**config.mk**
```make
export PLATFORM = sky130hd
export DESIGN_NAME = dgs_table
export DESIGN_NICKNAME = d
export VERILOG_FILES = /design/src/rtl/dgs_pkg.sv /design/src/rtl/dgs_table.sv
export SDC_FILE = /design/constraint.sdc
export NUM_CORES = 2
export LEC_CHECK = 0
export BUFFER_PORTS_ARGS = -buffer_cell sky130_fd_sc_hd__clkbuf_2
export CORE_MARGIN = 2
export CORE_UTILIZATION = 65
export DETAILED_ROUTE_END_ITERATION = 10
export PLACE_DENSITY = 0.79
export RECOVER_POWER = 50
export SYNTH_ARGS = -nofsm -noshare
export SYNTH_HDL_FRONTEND = slang
export SYNTH_MEMORY_MAX_BITS = 65536
export SYNTH_SLANG_ARGS = --single-unit
```
**constraint.sdc**
```tcl
create_clock -name clk_i -period 16.4 [get_ports clk_i]
set_input_delay 1.64 -clock clk_i [delete_from_list [all_inputs] [get_ports clk_i]]
set_output_delay 1.64 -clock clk_i [all_outputs]
set_load 0.02 [all_outputs]
```
**src/rtl/dgs_pkg.sv**
```systemverilog
// ----------------------------------------------------------------------------
// dgs_pkg: shared types and constants of the diagonal Gaussian scorer
// Field widths, operation codes, register indexes and the table entry type
// that the table memory, the term multiplier and the top level share.
// ----------------------------------------------------------------------------
package dgs_pkg;

  localparam int X_W    = 16;  // feature element, signed Q8.8
  localparam int MEAN_W = 32;  // mean entry, signed Q24.8
  localparam int LOADP_W = 32; // precision value of a load, unsigned Q24.8
  localparam int PREC_W = 40;  // stored precision entry, signed Q32.8
  localparam int ACC_W  = 64;  // accumulator and score, signed Q40.24
  localparam int LOGN_W = 40;  // log normalization constant, signed Q16.24
  localparam int DIMC_W = 7;   // dimension count register
  localparam int IDX_W  = 6;   // dimension index of an item
  localparam int NUM_W  = 9;   // holds any index or count up to the largest table
  localparam int PROD_W = 104; // full product of a 64-bit square and a 40-bit magnitude

  localparam int CFG_IDX_W  = 2;
  localparam int CFG_DATA_W = 40;

  localparam logic [CFG_IDX_W-1:0] CFG_LOG_NORM   = 2'd0;
  localparam logic [CFG_IDX_W-1:0] CFG_DIM_IN_USE = 2'd1;

  localparam logic [1:0] OP_LOAD  = 2'd0;
  localparam logic [1:0] OP_SCORE = 2'd1;
  localparam logic [1:0] OP_ADD   = 2'd2;
  localparam logic [1:0] OP_SUB   = 2'd3;

  typedef struct packed {
    logic signed [MEAN_W-1:0] mean;
    logic signed [PREC_W-1:0] prec;
  } entry_t;

  // Status of the term multiplier toward the sequencer.
  typedef struct packed {
    logic done;
    logic clip;
  } mul_stat_t;

endpackage

```
**src/rtl/dgs_table.sv**
```systemverilog
// ----------------------------------------------------------------------------
// dgs_table: mean and precision table
// One synchronous memory with one write port and one read port; read data
// is registered and appears in the cycle after the read strobe.
// ----------------------------------------------------------------------------
module dgs_table #(
  parameter int DEPTH = 64,
  localparam int AW = (DEPTH > 1) ? $clog2(DEPTH) : 1
) (
  input  logic            clk_i,
  input  logic            we_i,
  input  logic [AW-1:0]   waddr_i,
  input  dgs_pkg::entry_t wdata_i,
  input  logic            re_i,
  input  logic [AW-1:0]   raddr_i,
  output dgs_pkg::entry_t rdata_o
);
  import dgs_pkg::*;

  entry_t mem [DEPTH];
  entry_t rdata_q;

  always_ff @(posedge clk_i) begin
    if (we_i) begin
      mem[waddr_i] <= wdata_i;
    end
    if (re_i) begin
      rdata_q <= mem[raddr_i];
    end
  end

  assign rdata_o = rdata_q;

endmodule

```
Yosys cells after proc, flatten, opt, wreduce, memory -nomap -nowiden --
Memories as Yosys holds them, arrays and structs flattened. A register that Yosys moved wholly into a read port is not among the register bits. Cells that the tools add are included.
Storage, ports and cells: flip-flop bits (word level) 0, bits in writable memories 4608, input port bits 87, output and inout port bits 72, word-level logic and storage cells 3, memories 1
Memories:
- mem | words 64, width 72, read ports 1, clocked after Yosys merged registers in 1, write ports 1, line dgs_table.sv:20 | entry_t mem [DEPTH];
Operators by class: muxes and demuxes 2
Operators with widths (number):
- $mux W1 | 2

Logic depth before layout (Yosys ltp) --
word-level depth 2, depth in mapped cells 8, mapped depth without buffers 4

Worst setup path before layout --
Ideal clock, no wire load.
path type input-to-reg, start point in waddr_i[3], end point mem mem[48][0] in the netlist's numbering (enable), library setup time 0.590 ns, arrival 7.048 ns, setup slack 8.761 ns, stages on the path 4, cell sequence clkbuf_1 -> nor2b_1 -> nand4b_1 -> nor3_1
RTL lines:
- start, declared | line dgs_table.sv:12 | input logic [AW-1:0] waddr_i,
- end, declared | line dgs_table.sv:20
No word-level cell before the write port.

Final worst setup path --
start point in re_i, end point reg, netlist name rdata_o[30]
RTL lines:
- start, declared | line dgs_table.sv:14 | input logic re_i,
No word-level cell between the ends.

==> summary.txt <==
delay-heaviest family, CP - buffers and inverters
Clock Skew - 0.05201 ns
main area contributors after synthesis - edfxtp_1 (80%), mux4_2 (15%), a22oi_1 (1.2%)
TritonCTS Buffers - 441
Routed Antenna Nets - 0
Final Wtd Congestion - 0.8079
Max-cap violations - 76
hold worst-path end - rdata_o[9]
synth cell count leaders - edfxtp_1 (4,680), mux4_2 (1,152), a22oi_1 (288)
WL per Instance - 46.15 um
placed inst area - 181,600 um^2
worst r2r src - mem[13][24]
DRT iter0 DRCs - 18,454
final worst path period share - 0.5156
I/O pin cnt - 159
first-pass GRT wire length - 738,100 um
R2R setup slack - 14.26 ns
failing checks - capacitance limit, slew limit
core footprint - 270,000 um^2
die width - 524.3 um
root buffer cell - clkbuf_16
PwrDens - 125.7 nW/um^2
Crit-path slowest cell - clkbuf_1
share of the yosys chip area belonging to registers - 0.7988
DRC - 0
DP HPWL - 244,700 um
initial antenna violation count - 47
Synth Flop Type - edfxtp_1
internal power - 19.23 mW
die footprint - 274,800 um^2
fmax - 0.1183 GHz
crit path max fanout - 37
worst flop-to-flop path endpoint - rdata_o[24]
CP Capture Type - register
post-route minimum period - 8.456 ns
Synth Register Bits - 4,680
GRT Residual Overflow - 0
CTS sink count - 4,680
status - finished, violations left
Post-synth ARST share - 0
Clock Power Share - 0.410
worst reg-to-reg path cell count - 4
sequential power share - 0.543
hold_buf cts - 0
Post-Layout Inst Area - 195,500 um^2
RSZ-0062 raised after global routing - false
P_leak - 60.51 nW
Pwr Total - 24.56 mW
synthesized instance count - 7,305
Distinct cells, synth - 26
largest net degree at the start of global routing - 135
CP peak stage delay - 3.60 ns
sw frac - 0.2170
hold depth - 4
most frequent cell after synthesis - edfxtp_1
EDFF count, synth - 4,680
Post-Syn Area - 175,900 um^2
vias in the first global route - 92,750
CTS tree - built
Max-slew headroom - -2.532
Req. time, crit path - 16.83 ns
Layout area overhead - 11.10%
crit-path cells - clkbuf_1, clkbuf_1
Reg clk slew, reported paths - 0.06 ns
vias per cell - 7.854
Clk Latency, worst-skew pair - 0.98 ns
Crit path top cell by count - clkbuf_1
HP Start - mem[31][9]
CP bufs+invs - 2
Final TNS setup - 0 ns
port bufs - 158
Pre-antenna DRT Iters - 8
CTS H-tree depth - 5
post-CTS setup buffers - 0
net switching power - 5.331 mW
min-delay worst type - register to register
Die Y - 524.3 um
Fin. Hold Viols - 0
critical path launch point type - input pin
number of synthesis warnings - 0
count of pins over their slew limit - 4,793
CTS max path bufs - 4
Worst-Margin Slew - 5.298 ns
Mean Syn Cell Area - 24.08 um^2
Rows - 191
fraction of layout cells with a size suffix above 1 - 0.2652
data arrival time of the critical path - 8.89 ns
Routed WL - 538,900 um
gr usage total - 0.3966
Crit Path Class - input pin to register
Final #Nets - 7,800
share of the synthesized area in the top cell type - 0.7988
Combinational Power Share - 0.046
CP Launch Point - re_i
Initial Utilization - 0.6515
post-synthesis net count - 7,392
Resize count post-CTS - 0
Peak supply drop - 0.1057 mV
largest area contributor in the netlist - edfxtp_1
Setup-failing EPs final - 0
vias - 91,722
-- layout make-up --
| type | instances | area [um^2] |
|---|---|---|
| Multi-Input combinational cell | 2207 | 33910 |
| Fill cell | 13697 | 74590 |
| Tap cell | 3570 | 4467 |
| Timing Repair Buffer | 383 | 2521 |
| Clock buffer | 535 | 11580 |
| Clock inverter | 265 | 2349 |
| Sequential cell | 4680 | 140500 |
| Antenna cell | 38 | 95.09 |
-- power groups by stage --
stage                     Clock, mW  Sequential [mW]  Combinational [mW]
after floorplan                   0             13.6               0.609
after global placement            0             13.6                1.05
after detailed placement          0             13.6                1.08
after CTS                      10.1             13.3                1.12
after global routing           10.5             13.3                1.17
final                          10.1             13.3                1.14
-- worst max path at each step --
| stage | slack (ns) | endpoint | cells past startpoint |
|---|---|---|---|
| 2_1_floorplan | 8.76 | mem[48][0] | 4 |
| 3_3_place_gp | 9.42 | rdata_o[17] | 9 |
| 3_5_place_dp | 9.42 | rdata_o[17] | 9 |
| 4_1_cts | 10.37 | rdata_o[38] | 9 |
| 5_1_grt | 8.26 | rdata_o[23] | 2 |
| 6_report | 7.94 | rdata_o[30] | 2 |
-- kinds of logic (layout without fill, tap and decap cells) --
group,Yosys count,count (layout),share of synthesized area
other,0,38,0
buffers and inverters,418,1183,0.01155
flip-flops,4680,4680,0.7988
AO/OA/AOI/OAI,630,630,0.02727
multiplexers,1260,1260,0.1536
AND/OR/NAND/NOR,317,317,0.008783
-- routing by layer --
| metal | GRT usage | up-vias | wire length, um |
|---|---|---|---|
| met5 | 0 | - | 145 |
| met4 | 0.2419 | 22 | 39280 |
| li1 | - | 32633 | - |
| met2 | 0.6034 | 10047 | 251400 |
| met1 | 0.5109 | 46801 | 158900 |
| met3 | 0.1215 | 2219 | 89150 |
-- layout by cell type, fill, tap and decap left out, drive strengths merged, types with 9 or more instances in the layout --
| cell type | count |
|---|---|
| a22oi | 288 |
| mux2i | 108 |
| nor2b | 9 |
| clkinvlp | 10 |
| nand3b | 26 |
| clkinv | 213 |
| nor2 | 120 |
| nand2b | 9 |
| o221ai | 54 |
| clkbuf | 693 |
| bufinv | 34 |
| o22ai | 144 |
| a211oi | 72 |
| o211a | 72 |
| mux4 | 1152 |
| diode | 38 |
| edfxtp | 4680 |
| buf | 225 |
| nand3 | 128 |
-- metrics by stage --
stage | cells | hold WS [ns] | utilization | setup slack [ns]
after detailed placement | 10840 | 0.8893 | 0.6724 | 9.424
after global placement | 10840 | 0.8841 | 0.6724 | 9.418
after global routing | 11658 | 0.9527 | 0.7236 | 8.260
after floorplan | 7305 | 0.8558 | - | 8.761
after CTS | 11640 | 0.9294 | 0.7240 | 10.37
final | 11678 | 0.9273 | 0.7238 | 7.944
-- worst reg2reg max path, stage by stage, from the launching register on --
cell and delay [ns]:
edfxtp_1 0.41, mux4_2 0.50, mux2i_1 0.34, a211oi_1 0.15
o211a_1 0.40
-- sequential cells by signal, indices dropped and copies added (netlist names) --
signal and count:
mem 4608, rdata_o 72
Note: power is estimated with default switching activity, not from simulation.
