<file path="src/rtl/dgs_pkg.sv">
// ----------------------------------------------------------------------------
// dgs_pkg: shared types and constants of the diagonal Gaussian scorer
// Field widths, operation codes, register indexes and the table entry type
// that the table memory, the term multiplier and the top level share.
// ----------------------------------------------------------------------------
package dgs_pkg;

  localparam int X_W    = 16;  // feature element, signed Q8.8
  localparam int MEAN_W = 32;  // mean entry, signed Q24.8
  localparam int LOADP_W = 32; // precision value of a load, unsigned Q24.8
  localparam int PREC_W = 40;  // stored precision entry, signed Q32.8
  localparam int ACC_W  = 64;  // accumulator and score, signed Q40.24
  localparam int LOGN_W = 40;  // log normalization constant, signed Q16.24
  localparam int DIMC_W = 7;   // dimension count register
  localparam int IDX_W  = 6;   // dimension index of an item
  localparam int NUM_W  = 9;   // holds any index or count up to the largest table
  localparam int PROD_W = 104; // full product of a 64-bit square and a 40-bit magnitude

  localparam int CFG_IDX_W  = 2;
  localparam int CFG_DATA_W = 40;

  localparam logic [CFG_IDX_W-1:0] CFG_LOG_NORM   = 2'd0;
  localparam logic [CFG_IDX_W-1:0] CFG_DIM_IN_USE = 2'd1;

  localparam logic [1:0] OP_LOAD  = 2'd0;
  localparam logic [1:0] OP_SCORE = 2'd1;
  localparam logic [1:0] OP_ADD   = 2'd2;
  localparam logic [1:0] OP_SUB   = 2'd3;

  typedef struct packed {
    logic signed [MEAN_W-1:0] mean;
    logic signed [PREC_W-1:0] prec;
  } entry_t;

  // Status of the term multiplier toward the sequencer.
  typedef struct packed {
    logic done;
    logic clip;
  } mul_stat_t;

endpackage

</file>
<file path="src/rtl/dgs_term_mul.sv">
// ----------------------------------------------------------------------------
// dgs_term_mul: iterative score term multiplier
// Squares the deviation magnitude and multiplies it by the precision
// magnitude with one shared 32x32 multiplier over five passes, then
// saturates and applies the precision sign.
// ----------------------------------------------------------------------------
module dgs_term_mul (
  input  logic                             clk_i,
  input  logic                             rst_ni,
  input  logic                             start_i,
  input  logic [31:0]                      dev_mag_i,
  input  logic signed [dgs_pkg::PREC_W-1:0] prec_i,
  output dgs_pkg::mul_stat_t               stat_o,
  output logic signed [dgs_pkg::ACC_W-1:0] term_o
);
  import dgs_pkg::*;

  localparam logic [2:0] LAST_STEP = 3'd6;

  logic               busy_q;
  logic [2:0]         step_q;
  logic [31:0]        ad_q;
  logic               neg_q;
  logic [PREC_W-1:0]  ap_q;
  logic [63:0]        d2_q;
  logic [63:0]        pp_q;
  logic               pp_v_q;
  logic [1:0]         sh_q;
  logic [PROD_W-1:0]  prod_q;
  logic               done_q;
  logic               clip_q;
  logic signed [ACC_W-1:0] term_q;

  logic [31:0]        mul_a;
  logic [31:0]        mul_b;
  logic [1:0]         sh_d;
  logic [63:0]        mul_p;
  logic [PROD_W-1:0]  pp_shifted;
  logic [PROD_W-1:0]  lim;
  logic               ovf;
  logic [63:0]        mag;
  logic [PREC_W-1:0]  ap_in;

  assign ap_in = prec_i[PREC_W-1] ? (~prec_i + 1'b1) : prec_i;

  // Step 0 squares the deviation; steps 1 to 4 form the partial products.
  always_comb begin
    mul_a = ad_q;
    mul_b = ad_q;
    sh_d  = 2'd0;
    case (step_q)
      3'd1: begin
        mul_a = d2_q[31:0];
        mul_b = ap_q[31:0];
        sh_d  = 2'd0;
      end
      3'd2: begin
        mul_a = d2_q[63:32];
        mul_b = ap_q[31:0];
        sh_d  = 2'd1;
      end
      3'd3: begin
        mul_a = d2_q[31:0];
        mul_b = {24'd0, ap_q[PREC_W-1:32]};
        sh_d  = 2'd1;
      end
      3'd4: begin
        mul_a = d2_q[63:32];
        mul_b = {24'd0, ap_q[PREC_W-1:32]};
        sh_d  = 2'd2;
      end
      default: begin
        mul_a = ad_q;
        mul_b = ad_q;
        sh_d  = 2'd0;
      end
    endcase
  end

  assign mul_p = mul_a * mul_b;

  always_comb begin
    case (sh_q)
      2'd1:    pp_shifted = {8'd0, pp_q, 32'd0};
      2'd2:    pp_shifted = {pp_q[39:0], 64'd0};
      default: pp_shifted = {40'd0, pp_q};
    endcase
  end

  // A negative precision may reach one step further down.
  assign lim = neg_q ? {40'd0, 1'b1, 63'd0} : {41'd0, {63{1'b1}}};
  assign ovf = prod_q > lim;
  assign mag = ovf ? lim[63:0] : prod_q[63:0];

  always_ff @(posedge clk_i or negedge rst_ni) begin
    if (!rst_ni) begin
      busy_q <= 1'b0;
      step_q <= 3'd0;
      pp_v_q <= 1'b0;
      done_q <= 1'b0;
    end else begin
      done_q <= 1'b0;
      if (start_i) begin
        busy_q <= 1'b1;
        step_q <= 3'd0;
        pp_v_q <= 1'b0;
      end else if (busy_q) begin
        step_q <= step_q + 3'd1;
        if (step_q >= 3'd1 && step_q <= 3'd4) begin
          pp_v_q <= 1'b1;
        end else begin
          pp_v_q <= 1'b0;
        end
        if (step_q == LAST_STEP) begin
          busy_q <= 1'b0;
          done_q <= 1'b1;
        end
      end
    end
  end

  always_ff @(posedge clk_i) begin
    if (start_i) begin
      ad_q   <= dev_mag_i;
      neg_q  <= prec_i[PREC_W-1];
      ap_q   <= ap_in;
      prod_q <= '0;
    end else if (busy_q) begin
      if (step_q == 3'd0) begin
        d2_q <= mul_p;
      end
      pp_q <= mul_p;
      sh_q <= sh_d;
      if (pp_v_q) begin
        prod_q <= prod_q + pp_shifted;
      end
      if (step_q == LAST_STEP) begin
        clip_q <= ovf;
        term_q <= neg_q ? $signed(~mag + 64'd1) : $signed(mag);
      end
    end
  end

  assign stat_o.done = done_q;
  assign stat_o.clip = clip_q;
  assign term_o      = term_q;

endmodule

</file>
<file path="config.mk">
export PLATFORM = sky130hd
export DESIGN_NAME = dgs_term_mul
export DESIGN_NICKNAME = d
export VERILOG_FILES = /design/src/rtl/dgs_pkg.sv /design/src/rtl/dgs_term_mul.sv
export SDC_FILE = /design/constraint.sdc
export NUM_CORES = 2
export LEC_CHECK = 0
export BUFFER_PORTS_ARGS = -buffer_cell sky130_fd_sc_hd__buf_2
export CORE_UTILIZATION = 60
export DETAILED_ROUTE_END_ITERATION = 7
export PLACE_DENSITY = 0.88
export SETUP_SLACK_MARGIN = 0.05
export SYNTH_ARGS = -nofsm -noshare
export SYNTH_HDL_FRONTEND = slang
export SYNTH_SLANG_ARGS = --single-unit
</file>
<file path="constraint.sdc">
create_clock -name clk_i -period 9 [get_ports clk_i]
set_input_delay 1.8 -clock clk_i [delete_from_list [all_inputs] [get_ports clk_i]]
set_output_delay 1.8 -clock clk_i [all_outputs]
set_load 0.1 [all_outputs]
</file>
# [After elaboration in Yosys (flattened, before gate mapping)]
# Cells that the tools add are included.
[totals] output_inout_bits=66 word_cells=63 register_bits=378
[classes] mul=1 n_reduce_logical=12 eq_ne=7 addsub=4 bitwise=3 mux=19 n_lt_le_gt_ge=3
[op_table] op="$pmux W104 S2" count=1
[op_table] op="$mux W64" count=3
[op_table] op="$pmux W32 S2" count=2
[op_table] op="$add A104 B104 Y104" count=1
[op_table] op="$gt A104 B64 Y1" count=1
[op_table] op="$add A64 B1 Y64 const B" count=1
[op_table] op="$mul A32 B32 Y64" count=1
[op_table] op="$not A64 Y64" count=1
[op_table] op="$add A40 B1 Y40 const B" count=1
[op_table] op="$not A40 Y40" count=1
[op_table] op="$mux W39" count=1
[op_table] op="$reduce_or A2 Y1" count=5
[op_table] op="$mux W1" count=9
[op_table] op="$eq A3 B2 Y1 const B" count=2
[op_table] op="$eq A3 B3 Y1 const B" count=2
[op_table] op="$mux W3" count=2
[op_table] op="$reduce_and A3 Y1" count=2
[op_table] op="$pmux W2 S2" count=1
[op_table] op="$reduce_and A2 Y1" count=2
[op_table] op="$add A3 B1 Y3 const B" count=1
[op_table] op="$eq A3 B1 Y1 const B" count=1
[op_table] op="$ge A3 B1 Y1 const B" count=1
[op_table] op="$le A3 B3 Y1 const B" count=1
[op_table] op="$logic_not A3 Y1" count=1
[op_table] op="5 further kinds" count=5

# [Depth between registers and ports, before layout]
[depth] depth_word=6 depth_mapped=40 ltp_nobuf=35

# [Least setup slack after synthesis]
# OpenSTA, ideal clock, no wires.
[synth_timing] path_type="register to register" startpoint="register step_q[0]" endpoint="register d2_q[56] (data pin)" arrival_ns=9.610 setup_slack_ns=-0.880 stages_incl_launch_ff=37 n_path_buf=3 path_cell_list="dfrtp_1 inv_1 ha_1 nand2_1 inv_1 a21oi_1 nor2b_1 clkbuf_1 clkbuf_1 a221o_1 clkbuf_1 nand2_1 fa_1 inv_1 fa_1 fa_1 inv_1 fa_1 inv_1 fa_1 fa_1 fa_1 inv_1 fa_1 inv_1 ha_1 and2_1 a221o_1 nor4_1 a21oi_1 a31oi_1 o21ai_0 a221oi_1 o311ai_0 o211ai_1 o21ai_0 xor2_1"
[synth_via] elab_chain_cells=4 elab_cells_between_ends=11 cone_classes="1 x mul; 4 x eq/ne; 2 x mux; 4 x reduce/logical"
[synth_lines] item="start, declared" line_no="dgs_term_mul.sv:21" source="logic [2:0] step_q;"
[synth_lines] item="start signal, assigned" line_no="dgs_term_mul.sv:108" source="step_q <= step_q + 3'd1;"
[synth_lines] item="$eq A3 B3 Y1, or another cell as far along" line_no="dgs_term_mul.sv:51" source="case (step_q)"
[synth_lines] item="$reduce_or A2 Y1 (no line)"
[synth_lines] item="$pmux W32 S2" line_no="dgs_term_mul.sv:51"
[synth_lines] item="$mul A32 B32 Y64 *" line_no="dgs_term_mul.sv:80" source="assign mul_p = mul_a * mul_b;"
[synth_lines] item="via mul_p[56]" line_no="dgs_term_mul.sv:37" source="logic [63:0] mul_p;"
[synth_lines] item="end signal, assigned" line_no="dgs_term_mul.sv:130" source="d2_q <= mul_p;"
[synth_lines] item="end, declared" line_no="dgs_term_mul.sv:25" source="logic [63:0] d2_q;"
# The timed path passes the listed nets; every way through them passes the cells marked *.
# A chain may end at the register's enable or synchronous reset.

# [Worst setup path after layout]
[layout_timing] startpoint="register step_q[1]" endpoint="register pp_q[57] (data pin)"
[layout_via] elab_chain_cells=4 elab_cells_between_ends=11 cone_classes="1 x mul; 4 x eq/ne; 2 x mux; 4 x reduce/logical"
[layout_lines] item="$eq A3 B3 Y1, or another cell as far along" line_no="dgs_term_mul.sv:51"
[layout_lines] item="$reduce_or A2 Y1 (no line)"
[layout_lines] item="$pmux W32 S2" line_no="dgs_term_mul.sv:51"
[layout_lines] item="$mul A32 B32 Y64 *" line_no="dgs_term_mul.sv:80"
[layout_lines] item="via mul_p[57]" line_no="dgs_term_mul.sv:37"
[layout_lines] item="end signal, assigned" line_no="dgs_term_mul.sv:132" source="pp_q <= mul_p;"
[layout_lines] item="end, declared" line_no="dgs_term_mul.sv:26" source="logic [63:0] pp_q;"
# Marks and branches as above.

==> qor.tcl <==
set qor(cts-buffers-inserted) 43
set qor(final.hold.worst_slack_ns) 0.4778
set qor(timing.hold.worst.class) {reg -> reg}
set qor(layout_worst_path_cycle_share_pct) 107.1
set qor(synth-edff-count) 268
set qor(fraction_of_final_layout_cells_sized_beyond_drive_strength_1_pct) 18.89
set qor(final_hold_viol_count) 0
set qor(unrepaired_setup_endpoints_after_global_routing) {yes}
set qor(critical_path.slowest_cell) {sky130_fd_sc_hd__fa_2}
set qor(post_layout_nonfiller_instances) 8221
set qor(buffers_and_inverters_on_the_worst_path) 12
set qor(seq_area_frac_synth_pct) 18.15
set qor(dp.final_hpwl_um) 173000
set qor(crit_start) {step_q[1]}
set qor(first_pass_iters) 8
set qor(layout_setup_ws_ns) -0.6417
set qor(cts.path.max_buffers) 3
set qor(start_kind) {register}
set qor(route.vias.total) 51980
set qor(yosysWarningCount) 0
set qor(endpoint_kind) {register}
set qor(dr_vias_cell) 6.323
set qor(fp.dieH_um) 309.2
set qor(p_r_area_growth_vs_syn_pct) 20.57
set qor(achievable-frequency_mhz) 103.7
set qor(drtAntennaViolNets) 0
set qor(setup_viol) 43
set qor(cts_hold_repair.buffers) 0
set qor(global_route.usage.total_pct) 44.81
set qor(synth-seq-cells) 378
set qor(yosysTopAreaCellShare_pct) 31.71
set qor(timing.critical_path.fanout_max) 7
set qor(worst_setup_path_endpoint) {pp_q[57]}
set qor(min_period_ns) 9.642
set qor(worst_ep_arrival_time_ns) 9.96
set qor(netlist.top_cell.by_area) {sky130_fd_sc_hd__fa_1}
set qor(drt_first_iter_violations) 6699
set qor(dpl_worst_slack_ns) -1.045
set qor(dominantRegCellSynth) {sky130_fd_sc_hd__edfxtp_1}
set qor(mostFrequentLayoutCell) {sky130_fd_sc_hd__inv_1}
set qor(cp_common_cell) {sky130_fd_sc_hd__fa_1}
set qor(top_level_ports) 141
set qor(cp_slowest_stage_delay_ns) 0.50
set qor(synthesis.nets) 7756
set qor(cts_num_sinks) 378
set qor(antenna_found_initial) 9
set qor(final_nets) 8342
set qor(cts.reportedPaths.clkPinSlew_ns) 0.07
set qor(grt_pass1_vias) 51380
set qor(cell_family_with_most_cp_delay) {adder cells}
set qor(netlist-cell-type-count) 82
set qor(die-width_um) 309.2
set qor(max-cap-violations) 0
set qor(synth.area.top_cells) {sky130_fd_sc_hd__fa_1, sky130_fd_sc_hd__edfxtp_1, sky130_fd_sc_hd__ha_1, sky130_fd_sc_hd__inv_1, sky130_fd_sc_hd__nor2_1}
set qor(critical_path.reg2reg.startpoint) {step_q[1]}
set qor(async_flop_share_pct) 1.587
set qor(cts_max_level) 2
set qor(worst-slew-pin-transition_ns) 1.298
set qor(clock_tree_from_tritoncts) {done}
set qor(reg2reg_depth) 38
set qor(violations_in_the_final_reports) {negative setup slack}
set qor(count_of_placed_standard_cells_including_taps) 8010
set qor(clock_latency_ns) 0.62
set qor(reg2reg_setup_slack_ns) -0.64
set qor(grt_remaining_overflow) 0
set qor(routabilityCongestion) 1.079
set qor(syn_inst) 6345
set qor(global_route_wire_length_before_repair_um) 314300
set qor(synth_area_per_cell_um2) 8.926
set qor(root_buffer) {sky130_fd_sc_hd__clkbuf_16}
set qor(cp.required_ns) 9.32
set qor(quantity_of_i_o_buffers_inserted_on_ports) 140
set qor(grt_start_max_net_pins) 123
set qor(count_of_standard_cell_rows) 112
set qor(layout.cells.most_common_list) {sky130_fd_sc_hd__inv_1, sky130_fd_sc_hd__fa_1, sky130_fd_sc_hd__nor2_1}
set qor(setup.worst_path.class) {reg -> reg}
set qor(timing.slew.headroom_pct) 12.40
set qor(r2r-end) {pp_q[57]}
set qor(fp.dieArea_mm2) 0.09562
set qor(wl_per_cell_um) 26.28
set qor(drt-total-wl_um) 216100
set qor(worst_clock_skew_ns) 0.04133
set qor(initial_core_util_pct) 60.59
set qor(slew_violations) 0
set qor(fillCellCount) 6623
set qor(critical_path_depth) 38
set qor(drc) 0
set qor(run_status) {finished, violations left}
set qor(coreArea_mm2) 0.09347
set qor(syn-cell-area_mm2) 0.05663
[cells in the mapped netlist, types with 30 or more instances]
cell type,count
sky130_fd_sc_hd__a21o_1,116
sky130_fd_sc_hd__a21oi_1,337
sky130_fd_sc_hd__a221o_1,40
sky130_fd_sc_hd__a221oi_1,39
sky130_fd_sc_hd__a22o_1,96
sky130_fd_sc_hd__a22oi_1,35
sky130_fd_sc_hd__and2_1,61
sky130_fd_sc_hd__and3_1,30
sky130_fd_sc_hd__clkbuf_1,317
sky130_fd_sc_hd__dfxtp_1,104
sky130_fd_sc_hd__edfxtp_1,268
sky130_fd_sc_hd__fa_1,897
sky130_fd_sc_hd__ha_1,439
sky130_fd_sc_hd__inv_1,938
sky130_fd_sc_hd__nand2_1,761
sky130_fd_sc_hd__nand2b_1,38
sky130_fd_sc_hd__nand3_1,45
sky130_fd_sc_hd__nand4_1,61
sky130_fd_sc_hd__nor2_1,795
sky130_fd_sc_hd__nor2b_1,51
sky130_fd_sc_hd__nor3_1,59
sky130_fd_sc_hd__nor4_1,32
sky130_fd_sc_hd__o21ai_0,194
sky130_fd_sc_hd__xnor2_1,136
sky130_fd_sc_hd__xor2_1,64
[worst reg2reg max path: cells and delay by family, from the launching register on]
family / cells / cell delay, ns
XOR/XNOR: 1 / 0.16
adder cells (fa/ha/maj): 10 / 4.21
buffers and inverters: 12 / 1.42
flip-flops: 1 / 0.47
AO/OA/AOI/OAI: 11 / 2.35
AND/OR/NAND/NOR: 4 / 0.72
[timing repair]
action                                  CTS  global route
gates cloned                              5             4
endpoints found under the setup margin   46            66
resized for setup                       215           223
buffers inserted                         78            57
pin swaps                               118           163
[flip-flops by register name, summed over array words and instances, names as in the netlist]
| register | cells |
|---|---|
| step_q | 3 |
| neg_q | 1 |
| ap_q | 40 |
| d2_q | 64 |
| sh_q | 2 |
| pp_v_q | 1 |
| pp_q | 64 |
| term_o | 64 |
| clip_q | 1 |
| prod_q | 104 |
| ad_q | 32 |
| busy_q | 1 |
| done_q | 1 |
[stage by stage]
stage / TNS (ns) / cell area (um^2) / utilization [%]
global placement: -19.83 / 63740 / 68.20
finish: -17.78 / 68280 / 73.06
floorplan: 0 / 57770 / -
detailed placement: -25.57 / 63740 / 68.20
global route: -29.16 / 68280 / 73.05
CTS: -8.480 / 66930 / 71.61
[layout make-up]
cell class | count | area, um^2 | area share [%]
diodes | 2 | 5.005 | 0.007329
well taps | 1254 | 1569 | 2.298
clock inverters | 32 | 439.2 | 0.6432
flip-flops and latches | 378 | 10280 | 15.06
multi-input cells | 4691 | 43580 | 63.82
inverters | 939 | 3527 | 5.165
repair buffers | 878 | 7780 | 11.39
clock buffers | 47 | 1101 | 1.612
[worst min-delay path by stage]
stage | slack (ns) | endpoint | depth (start not counted) | from
CTS | 0.47 | prod_q[70] | 2 | prod_q[70]
global placement | 0.46 | prod_q[69] | 2 | prod_q[69]
global route | 0.50 | prod_q[85] | 2 | prod_q[85]
floorplan | 0.44 | prod_q[67] | 2 | prod_q[67]
detailed placement | 0.47 | prod_q[70] | 2 | prod_q[70]
finish | 0.48 | prod_q[70] | 2 | prod_q[70]
[layer usage]
layer | share of wire [%] | vias to the layer above | global-route usage (%) | routed length, um
met3 | 12 | 1038 | 10.40 | 26770
met4 | 9.5 | 10 | 32.75 | 20600
li1 | - | 21940 | - | -
met1 | 34 | 25290 | 54.78 | 73390
met5 | 0.028 | - | 0 | 60
met2 | 44 | 3703 | 69.82 | 95250
[cells by family after synthesis]
| kind of cell | after synthesis | synth area share [%] |
|---|---|---|
| AND/OR/NAND/NOR | 2021 | 15.45 |
| adder cells (fa/ha/maj) | 1336 | 41.41 |
| buffers and inverters | 1276 | 8.473 |
| AO/OA/AOI/OAI | 1127 | 13.30 |
| flip-flops | 378 | 18.15 |
| XOR/XNOR | 200 | 3.093 |
| multiplexers | 7 | 0.1259 |
Power is not shown: default switching activity piles up to over one toggle a cycle in this logic, so the estimate is an artifact.
